--- src/rtl/core/h264ns_pkg.sv ---
// Shared types and constants for the Annex B NAL unit splitter.
`timescale 1ns / 1ps

package h264ns_pkg;

   // Widths of the result fields.
   localparam int OFFSET_W = 20;
   localparam int LENGTH_W = 21;
   localparam int CODE_W   = 3;
   localparam int TYPE_W   = 5;
   localparam int TIME_W   = 32;

   // Depth of the queue between the front and the back.
   localparam int QUEUE_DEPTH = 4;
   localparam int QUEUE_PTR_W = $clog2(QUEUE_DEPTH);

   // Start code lengths.
   localparam logic [CODE_W-1:0] CODE_NONE  = 3'd0;
   localparam logic [CODE_W-1:0] CODE_SHORT = 3'd3;
   localparam logic [CODE_W-1:0] CODE_LONG  = 3'd4;

   // NAL unit types that mark a keyframe.
   localparam logic [TYPE_W-1:0] TYPE_IDR = 5'd5;
   localparam logic [TYPE_W-1:0] TYPE_SPS = 5'd7;
   localparam logic [TYPE_W-1:0] TYPE_PPS = 5'd8;

   // One closed unit as the front hands it to the back. Positions are kept
   // modulo 2^LENGTH_W so the back can form the length with one subtract.
   typedef struct packed {
      logic [LENGTH_W-1:0] start_pos;
      logic [LENGTH_W-1:0] end_pos;
      logic [CODE_W-1:0]   code_length;
      logic [TYPE_W-1:0]   unit_type;
      logic [TIME_W-1:0]   unit_time;
      logic                final_unit;
   } unit_rec_type;

endpackage

--- src/rtl/core/h264ns_front.sv ---
// Front end: byte window, start code detection and open unit tracking.
`timescale 1ns / 1ps

module h264ns_front #(
   parameter int BUFFER_BYTES = 1048576
) (
   input  logic                               clock,
   input  logic                               reset,
   input  logic                               req_valid,
   output logic                               req_stall,
   input  logic [7:0]                         req_data_byte,
   input  logic                               req_last_byte,
   input  logic [h264ns_pkg::TIME_W-1:0]      req_frame_time,
   input  logic                               queue_full,
   output logic                               push,
   output h264ns_pkg::unit_rec_type           push_rec
);

   localparam int POS_W = $clog2(BUFFER_BYTES);
   localparam int EXT_W = (POS_W + 1 > h264ns_pkg::LENGTH_W) ? POS_W + 1
                                                             : h264ns_pkg::LENGTH_W;
   localparam logic [POS_W-1:0] LAST_POS = POS_W'(BUFFER_BYTES - 1);

   logic [23:0]                       win_ff, win_in;
   logic [POS_W-1:0]                  pos_ff, pos_in;
   logic                              open_ff, open_in;
   logic [POS_W-1:0]                  off_ff, off_in;
   logic [h264ns_pkg::CODE_W-1:0]     code_ff, code_in;
   logic [h264ns_pkg::TYPE_W-1:0]     type_ff, type_in;

   logic                              accept;
   logic [31:0]                       window;
   logic                              is_end;
   logic                              hdr_upd;
   logic [h264ns_pkg::TYPE_W-1:0]     type_cur;
   logic [POS_W-1:0]                  q_pos;
   logic [h264ns_pkg::CODE_W-1:0]     code_det;
   logic                              code_hit;
   logic [POS_W:0]                    open_limit;
   logic [EXT_W-1:0]                  start_ext;
   logic [EXT_W-1:0]                  end_ext;

   assign req_stall = queue_full;
   assign accept    = req_valid && !queue_full;

   // Detection of start codes and the next state of the open unit.
   always_comb begin
      window     = {win_ff, req_data_byte};
      is_end     = req_last_byte || (pos_ff >= LAST_POS);
      hdr_upd    = open_ff && (code_ff == h264ns_pkg::CODE_LONG) &&
                   ({1'b0, pos_ff} == ({1'b0, off_ff} + (POS_W + 1)'(4)));
      type_cur   = hdr_upd ? req_data_byte[h264ns_pkg::TYPE_W-1:0] : type_ff;
      q_pos      = pos_ff - POS_W'(3);
      open_limit = {1'b0, off_ff} + (POS_W + 1)'(code_ff);

      code_det = h264ns_pkg::CODE_NONE;
      if (pos_ff >= POS_W'(3)) begin
         if (window[31:8] == 24'h000001) begin
            code_det = h264ns_pkg::CODE_SHORT;
         end else if (window == 32'h0000_0001) begin
            code_det = h264ns_pkg::CODE_LONG;
         end
      end
      // A start code inside the open unit's start code or header is ignored.
      code_hit = (code_det != h264ns_pkg::CODE_NONE) &&
                 !(open_ff && ({1'b0, q_pos} <= open_limit));

      // The open unit closes on a new start code, on the last byte or at the end of the buffer.
      push      = accept && open_ff && (code_hit || is_end);
      start_ext = EXT_W'(off_ff);
      end_ext   = code_hit ? EXT_W'(q_pos) : EXT_W'({1'b0, pos_ff} + (POS_W + 1)'(1));
      push_rec.start_pos   = start_ext[h264ns_pkg::LENGTH_W-1:0];
      push_rec.end_pos     = end_ext[h264ns_pkg::LENGTH_W-1:0];
      push_rec.code_length = code_ff;
      push_rec.unit_type   = type_cur;
      push_rec.unit_time   = req_frame_time;
      push_rec.final_unit  = is_end;

      // Next state.
      if (is_end) begin
         win_in  = 24'h0;
         pos_in  = '0;
         open_in = 1'b0;
         off_in  = '0;
         code_in = h264ns_pkg::CODE_NONE;
         type_in = '0;
      end else begin
         win_in = window[23:0];
         pos_in = pos_ff + POS_W'(1);
         if (code_hit) begin
            open_in = 1'b1;
            off_in  = q_pos;
            code_in = code_det;
            type_in = (code_det == h264ns_pkg::CODE_SHORT) ?
                      req_data_byte[h264ns_pkg::TYPE_W-1:0] : '0;
         end else begin
            open_in = open_ff;
            off_in  = off_ff;
            code_in = code_ff;
            type_in = type_cur;
         end
      end
   end

   // Parser state registers.
   always_ff @(posedge clock) begin
      if (reset) begin
         win_ff  <= 24'h0;
         pos_ff  <= '0;
         open_ff <= 1'b0;
         off_ff  <= '0;
         code_ff <= h264ns_pkg::CODE_NONE;
         type_ff <= '0;
      end else if (accept) begin
         win_ff  <= win_in;
         pos_ff  <= pos_in;
         open_ff <= open_in;
         off_ff  <= off_in;
         code_ff <= code_in;
         type_ff <= type_in;
      end
   end

endmodule

--- src/rtl/core/h264ns_queue.sv ---
// Short queue of closed units between the front and the back.
`timescale 1ns / 1ps

module h264ns_queue (
   input  logic                      clock,
   input  logic                      reset,
   input  logic                      push,
   input  h264ns_pkg::unit_rec_type  push_rec,
   output logic                      full,
   output logic                      not_empty,
   input  logic                      pop,
   output h264ns_pkg::unit_rec_type  head_rec
);

   localparam int PTR_W = h264ns_pkg::QUEUE_PTR_W;
   localparam int CNT_W = PTR_W + 1;

   h264ns_pkg::unit_rec_type entry_ff [h264ns_pkg::QUEUE_DEPTH];
   logic [PTR_W-1:0] wr_ptr_ff, wr_ptr_in;
   logic [PTR_W-1:0] rd_ptr_ff, rd_ptr_in;
   logic [CNT_W-1:0] count_ff, count_in;

   assign full      = (count_ff == CNT_W'(h264ns_pkg::QUEUE_DEPTH));
   assign not_empty = (count_ff != '0);
   assign head_rec  = entry_ff[rd_ptr_ff];

   // Pointer and fill count update.
   always_comb begin
      wr_ptr_in = push ? wr_ptr_ff + PTR_W'(1) : wr_ptr_ff;
      rd_ptr_in = pop ? rd_ptr_ff + PTR_W'(1) : rd_ptr_ff;
      count_in  = count_ff + CNT_W'(push) - CNT_W'(pop);
   end

   always_ff @(posedge clock) begin
      if (reset) begin
         wr_ptr_ff <= '0;
         rd_ptr_ff <= '0;
         count_ff  <= '0;
      end else begin
         wr_ptr_ff <= wr_ptr_in;
         rd_ptr_ff <= rd_ptr_in;
         count_ff  <= count_in;
      end
   end

   // Entry storage.
   always_ff @(posedge clock) begin
      if (push) begin
         entry_ff[wr_ptr_ff] <= push_rec;
      end
   end

endmodule

--- src/rtl/core/h264ns_back.sv ---
// Back end: forms length and keyframe flag and holds the response register.
`timescale 1ns / 1ps

module h264ns_back (
   input  logic                                clock,
   input  logic                                reset,
   input  logic                                head_valid,
   input  h264ns_pkg::unit_rec_type            head_rec,
   output logic                                pop,
   output logic                                rsp_valid,
   input  logic                                rsp_stall,
   output logic [h264ns_pkg::OFFSET_W-1:0]     rsp_unit_offset,
   output logic [h264ns_pkg::LENGTH_W-1:0]     rsp_unit_length,
   output logic [h264ns_pkg::CODE_W-1:0]       rsp_code_length,
   output logic [h264ns_pkg::TYPE_W-1:0]       rsp_unit_type,
   output logic                                rsp_keyframe,
   output logic [h264ns_pkg::TIME_W-1:0]       rsp_unit_time,
   output logic                                rsp_final_unit
);

   logic                               valid_ff, valid_in;
   logic [h264ns_pkg::OFFSET_W-1:0]    offset_ff;
   logic [h264ns_pkg::LENGTH_W-1:0]    length_ff, length_in;
   logic [h264ns_pkg::CODE_W-1:0]      code_ff;
   logic [h264ns_pkg::TYPE_W-1:0]      type_ff;
   logic                               key_ff, key_in;
   logic [h264ns_pkg::TIME_W-1:0]      time_ff;
   logic                               final_ff;

   // Take the queue head when the response register is free or draining.
   always_comb begin
      pop = head_valid && (!valid_ff || !rsp_stall);
      if (pop) begin
         valid_in = 1'b1;
      end else if (!rsp_stall) begin
         valid_in = 1'b0;
      end else begin
         valid_in = valid_ff;
      end
      length_in = head_rec.end_pos - head_rec.start_pos;
      key_in    = (head_rec.unit_type == h264ns_pkg::TYPE_IDR) ||
                  (head_rec.unit_type == h264ns_pkg::TYPE_SPS) ||
                  (head_rec.unit_type == h264ns_pkg::TYPE_PPS);
   end

   always_ff @(posedge clock) begin
      if (reset) begin
         valid_ff <= 1'b0;
      end else begin
         valid_ff <= valid_in;
      end
   end

   // Response payload.
   always_ff @(posedge clock) begin
      if (pop) begin
         offset_ff <= head_rec.start_pos[h264ns_pkg::OFFSET_W-1:0];
         length_ff <= length_in;
         code_ff   <= head_rec.code_length;
         type_ff   <= head_rec.unit_type;
         key_ff    <= key_in;
         time_ff   <= head_rec.unit_time;
         final_ff  <= head_rec.final_unit;
      end
   end

   assign rsp_valid       = valid_ff;
   assign rsp_unit_offset = offset_ff;
   assign rsp_unit_length = length_ff;
   assign rsp_code_length = code_ff;
   assign rsp_unit_type   = type_ff;
   assign rsp_keyframe    = key_ff;
   assign rsp_unit_time   = time_ff;
   assign rsp_final_unit  = final_ff;

endmodule

--- src/rtl/core/h264_annexb_nal_splitter_core.sv ---
// Top level of the Annex B NAL unit splitter.
// Throughput: one byte request per cycle, set by the parser loop, while the unit queue is not full.
// A closed unit is written to the unit queue, then moved to the response register when it is free or draining.
// The four-entry unit queue lets the byte side run while a response waits.
// Reset clears the parser window, position, open unit and queue at once.
`timescale 1ns / 1ps

module h264_annexb_nal_splitter_core #(
   parameter int BUFFER_BYTES = 1048576
) (
   input  logic                                clock,
   input  logic                                reset,
   input  logic                                req_valid,
   output logic                                req_stall,
   input  logic [7:0]                          req_data_byte,
   input  logic                                req_last_byte,
   input  logic [h264ns_pkg::TIME_W-1:0]       req_frame_time,
   output logic                                rsp_valid,
   input  logic                                rsp_stall,
   output logic [h264ns_pkg::OFFSET_W-1:0]     rsp_unit_offset,
   output logic [h264ns_pkg::LENGTH_W-1:0]     rsp_unit_length,
   output logic [h264ns_pkg::CODE_W-1:0]       rsp_code_length,
   output logic [h264ns_pkg::TYPE_W-1:0]       rsp_unit_type,
   output logic                                rsp_keyframe,
   output logic [h264ns_pkg::TIME_W-1:0]       rsp_unit_time,
   output logic                                rsp_final_unit
);

   logic                      push;
   h264ns_pkg::unit_rec_type  push_rec;
   logic                      queue_full;
   logic                      queue_not_empty;
   logic                      pop;
   h264ns_pkg::unit_rec_type  head_rec;

   // Byte parser.
   h264ns_front #(
      .BUFFER_BYTES(BUFFER_BYTES)
   ) u_front (
      .clock          (clock),
      .reset          (reset),
      .req_valid      (req_valid),
      .req_stall      (req_stall),
      .req_data_byte  (req_data_byte),
      .req_last_byte  (req_last_byte),
      .req_frame_time (req_frame_time),
      .queue_full     (queue_full),
      .push           (push),
      .push_rec       (push_rec)
   );

   // Unit queue.
   h264ns_queue u_queue (
      .clock     (clock),
      .reset     (reset),
      .push      (push),
      .push_rec  (push_rec),
      .full      (queue_full),
      .not_empty (queue_not_empty),
      .pop       (pop),
      .head_rec  (head_rec)
   );

   // Response stage.
   h264ns_back u_back (
      .clock           (clock),
      .reset           (reset),
      .head_valid      (queue_not_empty),
      .head_rec        (head_rec),
      .pop             (pop),
      .rsp_valid       (rsp_valid),
      .rsp_stall       (rsp_stall),
      .rsp_unit_offset (rsp_unit_offset),
      .rsp_unit_length (rsp_unit_length),
      .rsp_code_length (rsp_code_length),
      .rsp_unit_type   (rsp_unit_type),
      .rsp_keyframe    (rsp_keyframe),
      .rsp_unit_time   (rsp_unit_time),
      .rsp_final_unit  (rsp_final_unit)
   );

endmodule
--- config.mk ---
export PLATFORM = sky130hd
export DESIGN_NAME = h264_annexb_nal_splitter_core
export DESIGN_NICKNAME = d
export VERILOG_FILES = /design/src/rtl/core/h264ns_pkg.sv /design/src/rtl/core/h264ns_front.sv /design/src/rtl/core/h264ns_queue.sv /design/src/rtl/core/h264ns_back.sv /design/src/rtl/core/h264_annexb_nal_splitter_core.sv
export SDC_FILE = /design/constraint.sdc
export NUM_CORES = 1
export LEC_CHECK = 0
export BUFFER_PORTS_ARGS = -buffer_cell sky130_fd_sc_hd__buf_2
export CAP_MARGIN = 10
export CORE_ASPECT_RATIO = 1.75
export CORE_MARGIN = 4
export CORE_UTILIZATION = 50
export CTS_CLUSTER_DIAMETER = 80
export DETAILED_ROUTE_END_ITERATION = 10
export PLACE_DENSITY = 0.69
export SLEW_MARGIN = 20
export SYNTH_ARGS = -nofsm -noshare
export SYNTH_HDL_FRONTEND = slang
export SYNTH_SLANG_ARGS = --single-unit
--- constraint.sdc ---
create_clock -name clock -period 19.6 [get_ports clock]
set_clock_uncertainty 0.2 [all_clocks]
set_input_delay 0 -clock clock [delete_from_list [all_inputs] [get_ports clock]]
set_output_delay 0 -clock clock [all_outputs]
set_load 0.01 [all_outputs]
==> impl_metrics.prom <==
# TYPE chip_impl_metric gauge
chip_impl_metric{name="hold_violations",unit=""} 0
chip_impl_metric{name="htreeDepth",unit=""} 2
chip_impl_metric{name="nets",unit=""} 1694
chip_impl_metric{name="routed_wl",unit="um"} 45000
chip_impl_info{name="criticalPathCategory",value="flop to flop"} 1
chip_impl_metric{name="min_delay_path_depth",unit=""} 2
chip_impl_metric{name="fillCellCount",unit=""} 3241
chip_impl_metric{name="cts_buffer_depth",unit=""} 3
chip_impl_metric{name="place.gp.congestion",unit=""} 0.862
chip_impl_metric{name="finalCriticalPeriod",unit="ns"} 6.32
chip_impl_metric{name="clock_sink_count",unit=""} 488
chip_impl_metric{name="hold_ws",unit="ns"} 0.0172
chip_impl_info{name="dominantRegCellSynth",value="edfxtp_1"} 1
chip_impl_metric{name="drive_gt1_share",unit="%"} 19.7
chip_impl_metric{name="peak_supply_drop",unit="V"} 0.0000767
chip_impl_metric{name="synth_sequential_area_ratio",unit="%"} 65.7
chip_impl_metric{name="synth_top_area_share",unit="%"} 57.9
chip_impl_metric{name="synth-seq-cells",unit=""} 488
chip_impl_metric{name="area_growth",unit="%"} 14.9
chip_impl_metric{name="floorplan.initialDensity",unit="%"} 50.6
chip_impl_metric{name="dr.pass1.iters",unit=""} 5
chip_impl_metric{name="worst-r2r-cell-count",unit=""} 15
chip_impl_info{name="holdPathEnd",value="u_queue.entry_ff[1][4]"} 1
chip_impl_metric{name="fp.coreArea",unit="um^2"} 41600
chip_impl_metric{name="timing.max_slew.rel_slack",unit="%"} 28.3
chip_impl_metric{name="final_min_period_over_clock_period",unit="%"} 32.2
chip_impl_metric{name="cap_violations",unit=""} 0
chip_impl_metric{name="ys_warn_count",unit=""} 0
chip_impl_metric{name="initial_antenna_violation_count",unit=""} 0
chip_impl_metric{name="syn-instance-count",unit=""} 1422
chip_impl_info{name="clock_tree_from_tritoncts",value="yes"} 1
chip_impl_info{name="result_of_the_run",value="finished clean"} 1
chip_impl_metric{name="drt_first_iter_violations",unit=""} 831
chip_impl_metric{name="reg2reg_setup_slack",unit="ns"} 13.28
chip_impl_metric{name="synth-edff-count",unit=""} 406
chip_impl_metric{name="hpwl",unit="um"} 30200
chip_impl_metric{name="power_leakage",unit="nW"} 8.26
chip_impl_metric{name="post_synth_instance_area",unit="um^2"} 21100
chip_impl_metric{name="placementRows",unit=""} 99
chip_impl_metric{name="async_set_reset_flop_share_out_of_synthesis",unit="%"} 0
chip_impl_info{name="synth_top_cells_by_area",value="edfxtp_1 (58%), mux4_2 (8.6%), dfxtp_1 (7.8%)"} 1
chip_impl_metric{name="vias_per_cell",unit=""} 5.59
chip_impl_metric{name="grt_pass1_wl",unit="um"} 71100
chip_impl_metric{name="die_area",unit="um^2"} 45600
chip_impl_metric{name="grt_remaining_overflow",unit=""} 0
chip_impl_metric{name="max_clock_freq",unit="MHz"} 158
chip_impl_metric{name="vias",unit=""} 12200
chip_impl_metric{name="synth_cell_types",unit=""} 69
chip_impl_metric{name="dieHeight",unit="um"} 279
chip_impl_metric{name="area.sequential",unit="um^2"} 13800
chip_impl_info{name="clk_root_buffer_cell",value="clkbuf_16"} 1
chip_impl_metric{name="syn-mean-instance-area",unit="um^2"} 14.8
chip_impl_metric{name="port-buffer-count",unit=""} 129
chip_impl_metric{name="cp.arrival",unit="ns"} 6.28
chip_impl_metric{name="worst_slew_pin_slew",unit="ns"} 1.08
chip_impl_metric{name="grt_pass1_vias",unit=""} 12700
chip_impl_info{name="end_kind",value="flop"} 1
chip_impl_metric{name="synth_fp_nets",unit=""} 1521
chip_impl_metric{name="num_antenna_cells",unit=""} 0
chip_impl_info{name="beginning_of_the_worst_hold_path",value="req_frame_time[3]"} 1
chip_impl_metric{name="post-route-drc-count",unit=""} 0
chip_impl_metric{name="dp_slack",unit="ns"} 13.25
chip_impl_metric{name="setup_viol",unit=""} 0
chip_impl_info{name="start_kind",value="flop"} 1
chip_impl_metric{name="ioPinCount",unit=""} 130
chip_impl_metric{name="crit_required",unit="ns"} 19.56
chip_impl_metric{name="power.density",unit="nW/um^2"} 110
chip_impl_metric{name="tritoncts.num_buffers",unit=""} 43
chip_impl_metric{name="placedCellCount",unit=""} 2042
chip_impl_metric{name="final_cells",unit=""} 2181
chip_impl_info{name="post-synth-top-area-cell",value="edfxtp_1"} 1
chip_impl_info{name="layout.cells.most_common_list",value="edfxtp_1 (406), buf_2 (129), a21oi_1 (87), nand2_1 (81)"} 1
chip_impl_info{name="worst_r2r_endpoint",value="u_queue.entry_ff[0][79]"} 1
chip_impl_info{name="rsz0062_at_grt",value="no"} 1
chip_impl_metric{name="slew_viol_final",unit=""} 0
chip_impl_metric{name="routedWlPerCell",unit="um"} 20.6
chip_impl_metric{name="die_w",unit="um"} 163
chip_impl_metric{name="clk-insertion-delay-late",unit="ns"} 0.56
chip_impl_metric{name="multi_input_comb_area",unit="um^2"} 6740
chip_impl_info{name="hold_crit_path_type",value="input pin to flop"} 1
chip_impl_metric{name="grt.total_usage",unit="%"} 20.0
chip_impl_metric{name="setup-tns-final",unit="ns"} 0
chip_impl_info{name="rr_startpoint",value="u_front.pos_ff[2]"} 1
chip_impl_metric{name="ant_nets",unit=""} 0
chip_impl_metric{name="largest_net_degree_at_the_start_of_global_routing",unit=""} 86
chip_impl_info{name="final_common_cell",value="edfxtp_1"} 1
chip_impl_metric{name="worst_setup_hold_path_clk_slew",unit="ns"} 0.06
chip_impl_metric{name="finalWorstSetupSlack",unit="ns"} 13.28
chip_impl_metric{name="crit_path_max_fanout",unit=""} 67
==> final cells by class <==
| class | instances | share of cell area (%) |
|---|---|---|
| Clock buffer | 56 | 5.00 |
| Clock inverter | 20 | 0.605 |
| Inverter | 48 | 0.745 |
| Multi-Input combinational cell | 807 | 27.8 |
| Sequential cell | 488 | 57.2 |
| Tap cell | 555 | 2.87 |
| Timing Repair Buffer | 207 | 5.74 |
==> synthesized netlist by cell type, drive strengths merged (4+ instances only) <==
cell type  instances
edfxtp           406
a21oi             90
nand2             83
dfxtp             82
mux4              80
nor2              70
xnor2             57
ha                51
nand3             51
inv               48
clkbuf            45
xor2              38
buf               34
o21ai             33
nand2b            29
nor3              25
nor4              19
o2bb2ai           19
and3              16
nand4             16
nor3b             12
mux2              10
mux2i             10
a21o               9
nor2b              9
and2               8
a31oi              6
a41oi              6
o31ai              5
or3                5
a211oi             4
and4               4
or2                4
==> worst max path at each step <==
stage | slack, ns | end | start
3_5_place_dp | 13.25 | u_queue.entry_ff[0][61] | u_front.pos_ff[2]
2_1_floorplan | 13.28 | u_queue.count_ff[1] | u_queue.count_ff[1]
4_1_cts | 13.24 | u_queue.entry_ff[0][79] | u_front.pos_ff[2]
5_1_grt | 12.85 | u_queue.entry_ff[0][78] | u_front.pos_ff[2]
6_report | 13.28 | u_queue.entry_ff[0][79] | u_front.pos_ff[2]
3_3_place_gp | 13.44 | u_queue.entry_ff[1][59] | u_front.pos_ff[2]
==> stage by stage <==
stage / power [mW] / util (%) / area, um^2
2_1_floorplan: 1.70 / - / 21100
3_3_place_gp: 1.87 / 53.3 / 22200
3_5_place_dp: 1.88 / 53.3 / 22200
4_1_cts: 2.71 / 58.1 / 24200
5_1_grt: 2.80 / 58.1 / 24200
6_report: 2.67 / 58.1 / 24200
==> power by group <==
group	internal [mW]	switching, mW	total (mW)	leakage, nW
clock network	0.451	0.361	0.812	0.663
logic	0.241	0.332	0.574	3.29
registers	1.25	0.0339	1.29	4.31
total	1.94	0.728	2.67	8.26
==> worst max-delay path, cell delays in order, from the launching register on <==
cell and delay [ns]:
dfxtp_1 0.47, a2111oi_4 0.48, nand2b_1 0.16, nor2b_1 0.29
nand2_1 0.21, or4b_1 0.52, xnor2_1 0.19, ha_1 0.31
nand3_1 0.12, nor4_1 0.38, nand3_1 0.12, o221ai_1 0.36
nand2_4 0.38, a21oi_2 0.43, and2_4 0.36, buf_4 0.81
==> state kept, by name, summed over array words and instances (netlist names), named ones only <==
| signal | cells |
|---|---|
| u_queue.entry_ff | 324 |
| u_back.rsp_unit_time | 32 |
| u_front.win_ff | 24 |
| u_back.rsp_unit_length | 21 |
| u_back.rsp_unit_offset | 20 |
| u_front.off_ff | 20 |
| u_front.pos_ff | 20 |
| u_back.rsp_unit_type | 5 |
| u_front.type_ff | 5 |
| u_queue.count_ff | 3 |
| u_back.rsp_code_length | 2 |
| u_front.code_ff | 2 |
| u_queue.rd_ptr_ff | 2 |
| u_queue.wr_ptr_ff | 2 |
| u_back.rsp_final_unit | 1 |
| u_back.rsp_keyframe | 1 |
| u_back.rsp_valid | 1 |
| u_front.open_ff | 1 |
==> repair_timing <==
item	4_1_cts	5_1_grt
resized for setup	0	0
endpoints found under the hold margin	219	0
hold buffers	63	0
buffers inserted	0	0
==> per-layer routing <==
| metal | track usage, % | share of wire (%) | vias to the layer above | routed length [um] |
|---|---|---|---|---|
| met5 | 0 | 0 | - | 0 |
| met4 | 7.86 | 3.9 | 0 | 1770 |
| met3 | 2.37 | 3.4 | 99 | 1510 |
| met2 | 36.7 | 55 | 276 | 24600 |
| met1 | 23.7 | 38 | 6040 | 17100 |
| li1 | - | - | 5775 | - |
==> cells by family (layout without fill, tap and decap cells) <==
group / count (synthesis) / in the layout / synth area share [%]
compound gates: 198 / 198 / 5.98
xor+xnor: 95 / 95 / 3.95
fa+ha+maj: 54 / 54 / 3.32
buf+inv: 127 / 331 / 2.51
flops: 488 / 488 / 65.7
mux: 100 / 100 / 9.57
simple gates: 360 / 360 / 8.99
Power figures use the tool's default switching activity.
